<file path="src/mbcs_pkg.sv">
// ---------------------------------------------------------------------------
// mbcs_pkg: shared types and constants for the Bezier curve sampler
// Widths, controller command bundle and segment status bundle.
// ---------------------------------------------------------------------------
package mbcs_pkg;

   localparam int unsigned SamplesDefault = 20;
   localparam int unsigned CoordW = 24;   // Q16.8 coordinate
   localparam int unsigned WeightW = 16;  // Q4.12 weight
   localparam int unsigned WeightReset = 4096;
   localparam int unsigned KW = 6;        // sample index, covers SAMPLES up to 63
   localparam int unsigned DenW = 29;     // denominator, below 2^28 for any legal setting
   localparam int unsigned AccW = 56;     // weighted sum of three coordinates
   localparam int unsigned QuotW = 24;    // quotient bits

   typedef struct packed {
      logic          load;      // item accepted: build segment, advance history
      logic          wgt1;      // square and cross products of the index
      logic          wgt2;      // blend weights and denominator
      logic          mac_en;    // weighted sum step
      logic [1:0]    mac_sel;   // which control point
      logic          div_init;  // load the dividers
      logic          div_step;  // one quotient bit
      logic [KW-1:0] k;         // sample index
   } cmd_type;

   typedef struct packed {
      logic seg_valid;  // this item closes a segment
      logic seg_last;   // the segment is the final one of its curve
   } status_type;

endpackage

</file>
<file path="src/mbcs_ctrl.sv">
// ---------------------------------------------------------------------------
// mbcs_ctrl: sequencer for the curve sampler
// Walks each segment sample by sample: weights, sums, divide, hand-off.
// ---------------------------------------------------------------------------
module mbcs_ctrl #(
   parameter int unsigned SAMPLES = mbcs_pkg::SamplesDefault
) (
   input  logic                 clock,
   input  logic                 reset,
   input  logic                 req_valid,
   output logic                 req_stall,
   output logic                 rsp_valid,
   input  logic                 rsp_stall,
   output logic                 rsp_run_end,
   input  mbcs_pkg::status_type status,
   output mbcs_pkg::cmd_type    cmd
);

   localparam logic [2:0] StIdle  = 3'd0;
   localparam logic [2:0] StWgt1  = 3'd1;
   localparam logic [2:0] StWgt2  = 3'd2;
   localparam logic [2:0] StMac   = 3'd3;
   localparam logic [2:0] StDinit = 3'd4;
   localparam logic [2:0] StDiv   = 3'd5;
   localparam logic [2:0] StOut   = 3'd6;

   logic [2:0]              state_ff, state_in;
   logic [4:0]              step_ff, step_in;
   logic [mbcs_pkg::KW-1:0] k_ff, k_in;
   logic                    last_ff, last_in;
   logic                    accept;
   logic                    final_k;

   assign req_stall   = (state_ff != StIdle);
   assign accept      = req_valid && (state_ff == StIdle);
   assign rsp_valid   = (state_ff == StOut);
   assign final_k     = last_ff ? (k_ff == mbcs_pkg::KW'(SAMPLES))
                                : (k_ff == mbcs_pkg::KW'(SAMPLES - 1));
   assign rsp_run_end = final_k;

   // commands
   always_comb begin
      cmd          = '0;
      cmd.load     = accept;
      cmd.wgt1     = (state_ff == StWgt1);
      cmd.wgt2     = (state_ff == StWgt2);
      cmd.mac_en   = (state_ff == StMac);
      cmd.mac_sel  = step_ff[1:0];
      cmd.div_init = (state_ff == StDinit);
      cmd.div_step = (state_ff == StDiv);
      cmd.k        = k_ff;
   end

   // next state
   always_comb begin
      state_in = state_ff;
      step_in  = step_ff;
      k_in     = k_ff;
      last_in  = last_ff;
      case (state_ff)
         StIdle: begin
            if (accept && status.seg_valid) begin
               state_in = StWgt1;
               k_in     = '0;
               last_in  = status.seg_last;
            end
         end
         StWgt1: state_in = StWgt2;
         StWgt2: begin
            state_in = StMac;
            step_in  = '0;
         end
         StMac: begin
            if (step_ff == 5'd2) begin
               state_in = StDinit;
            end else begin
               step_in = step_ff + 5'd1;
            end
         end
         StDinit: begin
            state_in = StDiv;
            step_in  = '0;
         end
         StDiv: begin
            if (step_ff == 5'(mbcs_pkg::QuotW - 1)) begin
               state_in = StOut;
            end else begin
               step_in = step_ff + 5'd1;
            end
         end
         StOut: begin
            if (!rsp_stall) begin
               if (final_k) begin
                  state_in = StIdle;
               end else begin
                  state_in = StWgt1;
                  k_in     = k_ff + mbcs_pkg::KW'(1);
               end
            end
         end
         default: state_in = StIdle;
      endcase
   end

   always_ff @(posedge clock) begin
      if (reset) begin
         state_ff <= StIdle;
         step_ff  <= '0;
         k_ff     <= '0;
         last_ff  <= 1'b0;
      end else begin
         state_ff <= state_in;
         step_ff  <= step_in;
         k_ff     <= k_in;
         last_ff  <= last_in;
      end
   end

endmodule

</file>
<file path="config.mk">
export PLATFORM = sky130hd
export DESIGN_NAME = mbcs_ctrl
export DESIGN_NICKNAME = d
export VERILOG_FILES = /design/src/mbcs_pkg.sv /design/src/mbcs_ctrl.sv
export SDC_FILE = /design/constraint.sdc
export NUM_CORES = 1
export LEC_CHECK = 0
export ABC_AREA = 1
export BUFFER_PORTS_ARGS = -buffer_cell sky130_fd_sc_hd__buf_2
export CORE_AREA = 4 4 53 55
export DETAILED_ROUTE_END_ITERATION = 10
export DIE_AREA = 0 0 57 59
export HOLD_SLACK_MARGIN = 0.05
export MAX_ROUTING_LAYER = met4
export PLACE_DENSITY = 0.71
export SETUP_SLACK_MARGIN = 0.5
export SLEW_MARGIN = 0
export SYNTH_ARGS = -nofsm -noshare
export SYNTH_HDL_FRONTEND = slang
export SYNTH_SLANG_ARGS = --single-unit
</file>
<file path="constraint.sdc">
create_clock -name clock -period 1.3 [get_ports clock]
set_input_delay 0.195 -clock clock [delete_from_list [all_inputs] [get_ports clock]]
set_output_delay 0.195 -clock clock [all_outputs]
set_load 0.1 [all_outputs]
</file>
==> results of run 1 <==
==> logic make-up after synthesis <==
kind of cell | share of synthesized area [%]
simple gates | 42.8
flops | 28.3
fa+ha+maj | 3.53
xor+xnor | 1.65
buf+inv | 13.0
compound gates | 10.8
==> what timing repair did <==
item	4_1_cts
pin swaps	24
hold buffers	0
hold endpoints to repair	0
gates resized for setup	74
gates cloned	1
setup buffers	16
setup endpoints to repair	32
==> Yosys cell counts <==
master    count  area [sq um]
nand3_2       3          30.0
nand3_1      17          85.1
ha_1          3          37.5
nor3_1        2          10.0
or2_2         1          6.26
o21ai_2       1          8.76
a21oi_2       1          8.76
xor2_1        2          17.5
clkinv_1      1          3.75
inv_1        22          82.6
nor2_1       21          78.8
buf_4         3          22.5
dfxtp_1      15           300
nor3b_1       1          7.51
buf_6         2          22.5
nand2_1      47           176
a21oi_1      11          55.1
nand2_2       2          12.5
o21bai_1      1          7.51
nand4_1       2          12.5
o21ai_0       4          20.0
nor2_2        2          12.5
o211ai_1      2          15.0
inv_4         1          6.26
nor2_4        2          22.5
==> metrics by stage <==
stage,TNS (ps),cell area (sq um),cells
CTS,-2420,2120,259
detailed placement,-735,1700,238
global placement,-47.0,1700,238
floorplan,-5510,1180,169
==> flow_metrics.py, run 1 <==
metrics = {
    "cts": {
        "h-tree-depth": 1,
        "clockBufferDepth": 2,
        "clock_sinks": 15,
        "cts_buffers": 3,
        "cts_root_buf": "clkbuf_4",
    },
    "global_route": {
        "grt_start_max_net_pins": 14,
        "antenna_found_initial": 0,
    },
    "synth": {
        "synth_area_sq_um": 1060,
        "syn_avg_cell_area_sq_um": 6.29,
        "synth_cells": 169,
        "synth.distinct_cells": 25,
        "syn-num-nets": 178,
        "yosysSeqAreaShare_pct": 28.3,
        "ys_seq_elements": 15,
        "yosys_warnings": 0,
    },
    "placement": {
        "io_buffers": 22,
        "gp_congestion": 0.864,
        "dp_slack_ps": -160,
        "dp_hpwl_microns": 2290,
    },
    "floorplan": {
        "start_util_pct": 44.5,
        "rows": 18,
        "die_y_microns": 59,
        "pin_count": 23,
        "die_w_microns": 57,
    },
    "run_status": {
        "outcome": "did not finish",
        "haltStage": "5_1_grt",
        "tool.error": "[ERROR DPL-0033] detailed placement checks failed during check placement.",
    },
    "sta": {
        "endpoint_type": "register input",
        "worstEndpointGrtRepair": "k_ff[4]$_SDFFE_PP0P_/D",
    },
}
==> run 2, diff against run 1 <==
--- a/config.mk
+++ b/config.mk
@@ -7,13 +7,10 @@
 export LEC_CHECK = 0
 export ABC_AREA = 1
 export BUFFER_PORTS_ARGS = -buffer_cell sky130_fd_sc_hd__buf_2
-export CORE_AREA = 4 4 53 55
+export CORE_AREA = 4 4 65 67
 export DETAILED_ROUTE_END_ITERATION = 10
-export DIE_AREA = 0 0 57 59
-export HOLD_SLACK_MARGIN = 0.05
-export MAX_ROUTING_LAYER = met4
-export PLACE_DENSITY = 0.71
-export SETUP_SLACK_MARGIN = 0.5
+export DIE_AREA = 0 0 69 71
+export PLACE_DENSITY_LB_ADDON = 0.15
 export SLEW_MARGIN = 0
 export SYNTH_ARGS = -nofsm -noshare
 export SYNTH_HDL_FRONTEND = slang
==> constraint.sdc (replaced) <==
create_clock -name clock -period 1.7 [get_ports clock]
set_input_delay 0.255 -clock clock [delete_from_list [all_inputs] [get_ports clock]]
set_output_delay 0.255 -clock clock [all_outputs]
set_load 0.1 [all_outputs]
==> run 2 against run 1 <==
Effect of this change: the flow now finishes without violations; synthesized cell count stayed put; synthesized area stayed put.
==> flow_metrics.py, run 2 <==
metrics = {
    "cells_and_area": {
        "fillers": 418,
        "num_antenna_cells": 0,
        "drive_gt1_share_pct": 28.8,
        "largest_reg_flops": 6,
        "layout_commonest_cell": "nand2_1",
        "stdcell_count": 239,
        "final_cell_mix": "nand2_1, inv_1, nor2_1, nand3_1, buf_2",
        "final_area_sq_um": 1400,
        "fin_nets": 201,
        "syn2layout_area_growth_pct": 31.8,
        "regMostFlops": "k_ff",
        "fin_util_pct": 38.5,
        "top_regs": "k_ff (6), step_ff (5), state_ff (3)",
    },
    "setup_path": {
        "cp_max_fo": 5,
        "cp.arrival_ps": 1410,
        "start_kind": "register",
        "cp.required_ps": 1440,
        "cp-startpoint": "state_ff[0]",
        "r2r.worst_path.cells": 7,
        "crit_type": "reg -> out",
        "cp-end-kind": "primary output",
        "r2r_slack_ps": 200,
        "rr_startpoint": "state_ff[0]",
        "rr_endpoint": "step_ff[1]",
    },
    "sta": {
        "tightest_slew_ps": 506,
        "post-route-period-util_pct": 98.1,
        "fmax_mhz": 600,
        "hold_viol": 0,
        "whs_ps": 222,
        "fin_crit_ps": 1670,
        "final_max_slew_viol_count": 0,
        "rsz0062_at_grt": "yes",
        "fin_skew_ps": 2.92,
        "finalSetupViolations": 0,
        "relSlewSlack_pct": 66.5,
    },
    "route": {
        "via_per_inst": 4.55,
        "wire_per_inst_microns": 11.3,
        "vias": 1087,
        "first_iter_violations": 54,
        "wirelength_microns": 2690,
        "drc": 0,
        "ant_nets": 0,
        "dr.pass1.iters": 4,
    },
    "floorplan": {
        "rows": 22,
        "dieArea_sq_um": 4900,
        "die_y_microns": 71,
        "pin_count": 23,
        "start_util_pct": 29.2,
        "die_w_microns": 69,
        "core_area_sq_um": 3630,
    },
    "global_route": {
        "use_met2_pct": 20.0,
        "antenna_found_initial": 0,
        "groute.layer.met3.usage_pct": 3.84,
        "grt_pass1_wl_microns": 4890,
        "gr-total-overflow": 0,
        "grt_pass1_vias": 1075,
        "met1_usage_pct": 14.8,
        "grt_start_max_net_pins": 14,
        "grtUsageTotal_pct": 11.8,
        "top_usage_layer": "met2",
    },
    "synth": {
        "syn_avg_cell_area_sq_um": 6.29,
        "yosysTopAreaCell": "dfxtp_1",
        "synthArstFlopShare_pct": 0,
        "synth-main-ff-cell": "dfxtp_1",
        "synth_cells": 169,
        "synthTopCellsByCount": "nand2_1, inv_1, nor2_1",
        "yosysSeqAreaShare_pct": 28.3,
        "ys_seq_elements": 15,
        "yosysMostFrequentCell": "nand2_1",
        "syn-num-nets": 178,
        "synth_area_leaders": "dfxtp_1, nand2_1, nand3_1",
        "synth_area_sq_um": 1060,
        "synth.distinct_cells": 25,
        "yosys.area.top_type_share_pct": 28.3,
        "synth-edff-count": 0,
        "yosys_warnings": 0,
    },
    "cts": {
        "postCtsHoldBufs": 0,
        "post_cts_buffers": 0,
        "cts_root_buf": "clkbuf_8",
        "clock_sinks": 15,
        "path_clk_slew_ps": 70,
        "clk_latency_ps": 250,
        "cts_tree": "done",
        "h-tree-depth": 1,
        "clockBufferDepth": 2,
        "cts_buffers": 3,
    },
    "worst_hold_path": {
        "min_path_type": "in -> reg",
        "min_to": "k_ff[3]",
        "hold_depth": 2,
        "hp-start": "reset",
    },
    "job": {
        "maxCapViolations": 0,
    },
    "run_status": {
        "outcome": "completed",
    },
    "placement": {
        "io_buffers": 22,
        "placed_cells": 235,
        "placedInstanceArea_sq_um": 1340,
        "dp_hpwl_microns": 2030,
        "gp_congestion": 0.876,
    },
}
[run 2: worst max path at each step]
stage	end	cells after the start
2_1_floorplan	k_ff[2]	8
3_3_place_gp	k_ff[0]	7
3_5_place_dp	k_ff[5]	8
4_1_cts	cmd[13]	4
5_1_grt	req_stall	3
6_report	cmd[13]	4
[run 2: area by class of cell]
class | instances | area (sq um) | area share [%]
multi-input cells | 125 | 651 | 46.5
clock inverters | 1 | 5.00 | 0.357
inverters | 24 | 100 | 7.15
clock buffers | 3 | 41.3 | 2.95
well taps | 48 | 60.1 | 4.29
flip-flops and latches | 15 | 320 | 22.9
repair buffers | 23 | 223 | 15.9
[run 2: worst max-delay path, stage by stage (launching register included)]
cell	delay, ps
dfxtp_1	370
nor2_1	190
nand2_2	130
nor2_1	260
buf_12	220
[run 2: metal layers]
layer / wire length (microns) / up-vias
met5: 0 / -
met4: 8 / 0
met3: 184 / 2
met2: 1210 / 33
met1: 1290 / 473
li1: - / 579
[run 2: what timing repair did]
action,4_1_cts,5_1_grt
setup endpoints to repair,0,9
endpoints found under the hold margin,0,0
resized for setup,0,3
[run 2: logic make-up (layout without fill, tap and decap cells)]
| group | count (synthesis) | after routing | synth area share (%) |
|---|---|---|---|
| fa+ha+maj | 3 | 3 | 3.53 |
| simple gates | 100 | 100 | 42.8 |
| buf+inv | 29 | 51 | 13.0 |
| xor+xnor | 2 | 2 | 1.65 |
| compound gates | 20 | 20 | 10.8 |
| flops | 15 | 15 | 28.3 |
[run 2: through the flow]
stage / setup WS (ps) / TNS, ps
after detailed placement: 145 / 0
after CTS: 46.7 / 0
after global routing: -20.9 / -41.6
after floorplan: -12.7 / -51.8
after global placement: 154 / 0
final: 31.9 / 0
Power of run 2 is left out: the tool's default activity adds up to more than one toggle a clock period on the data nets, which glitch-free logic cannot reach.
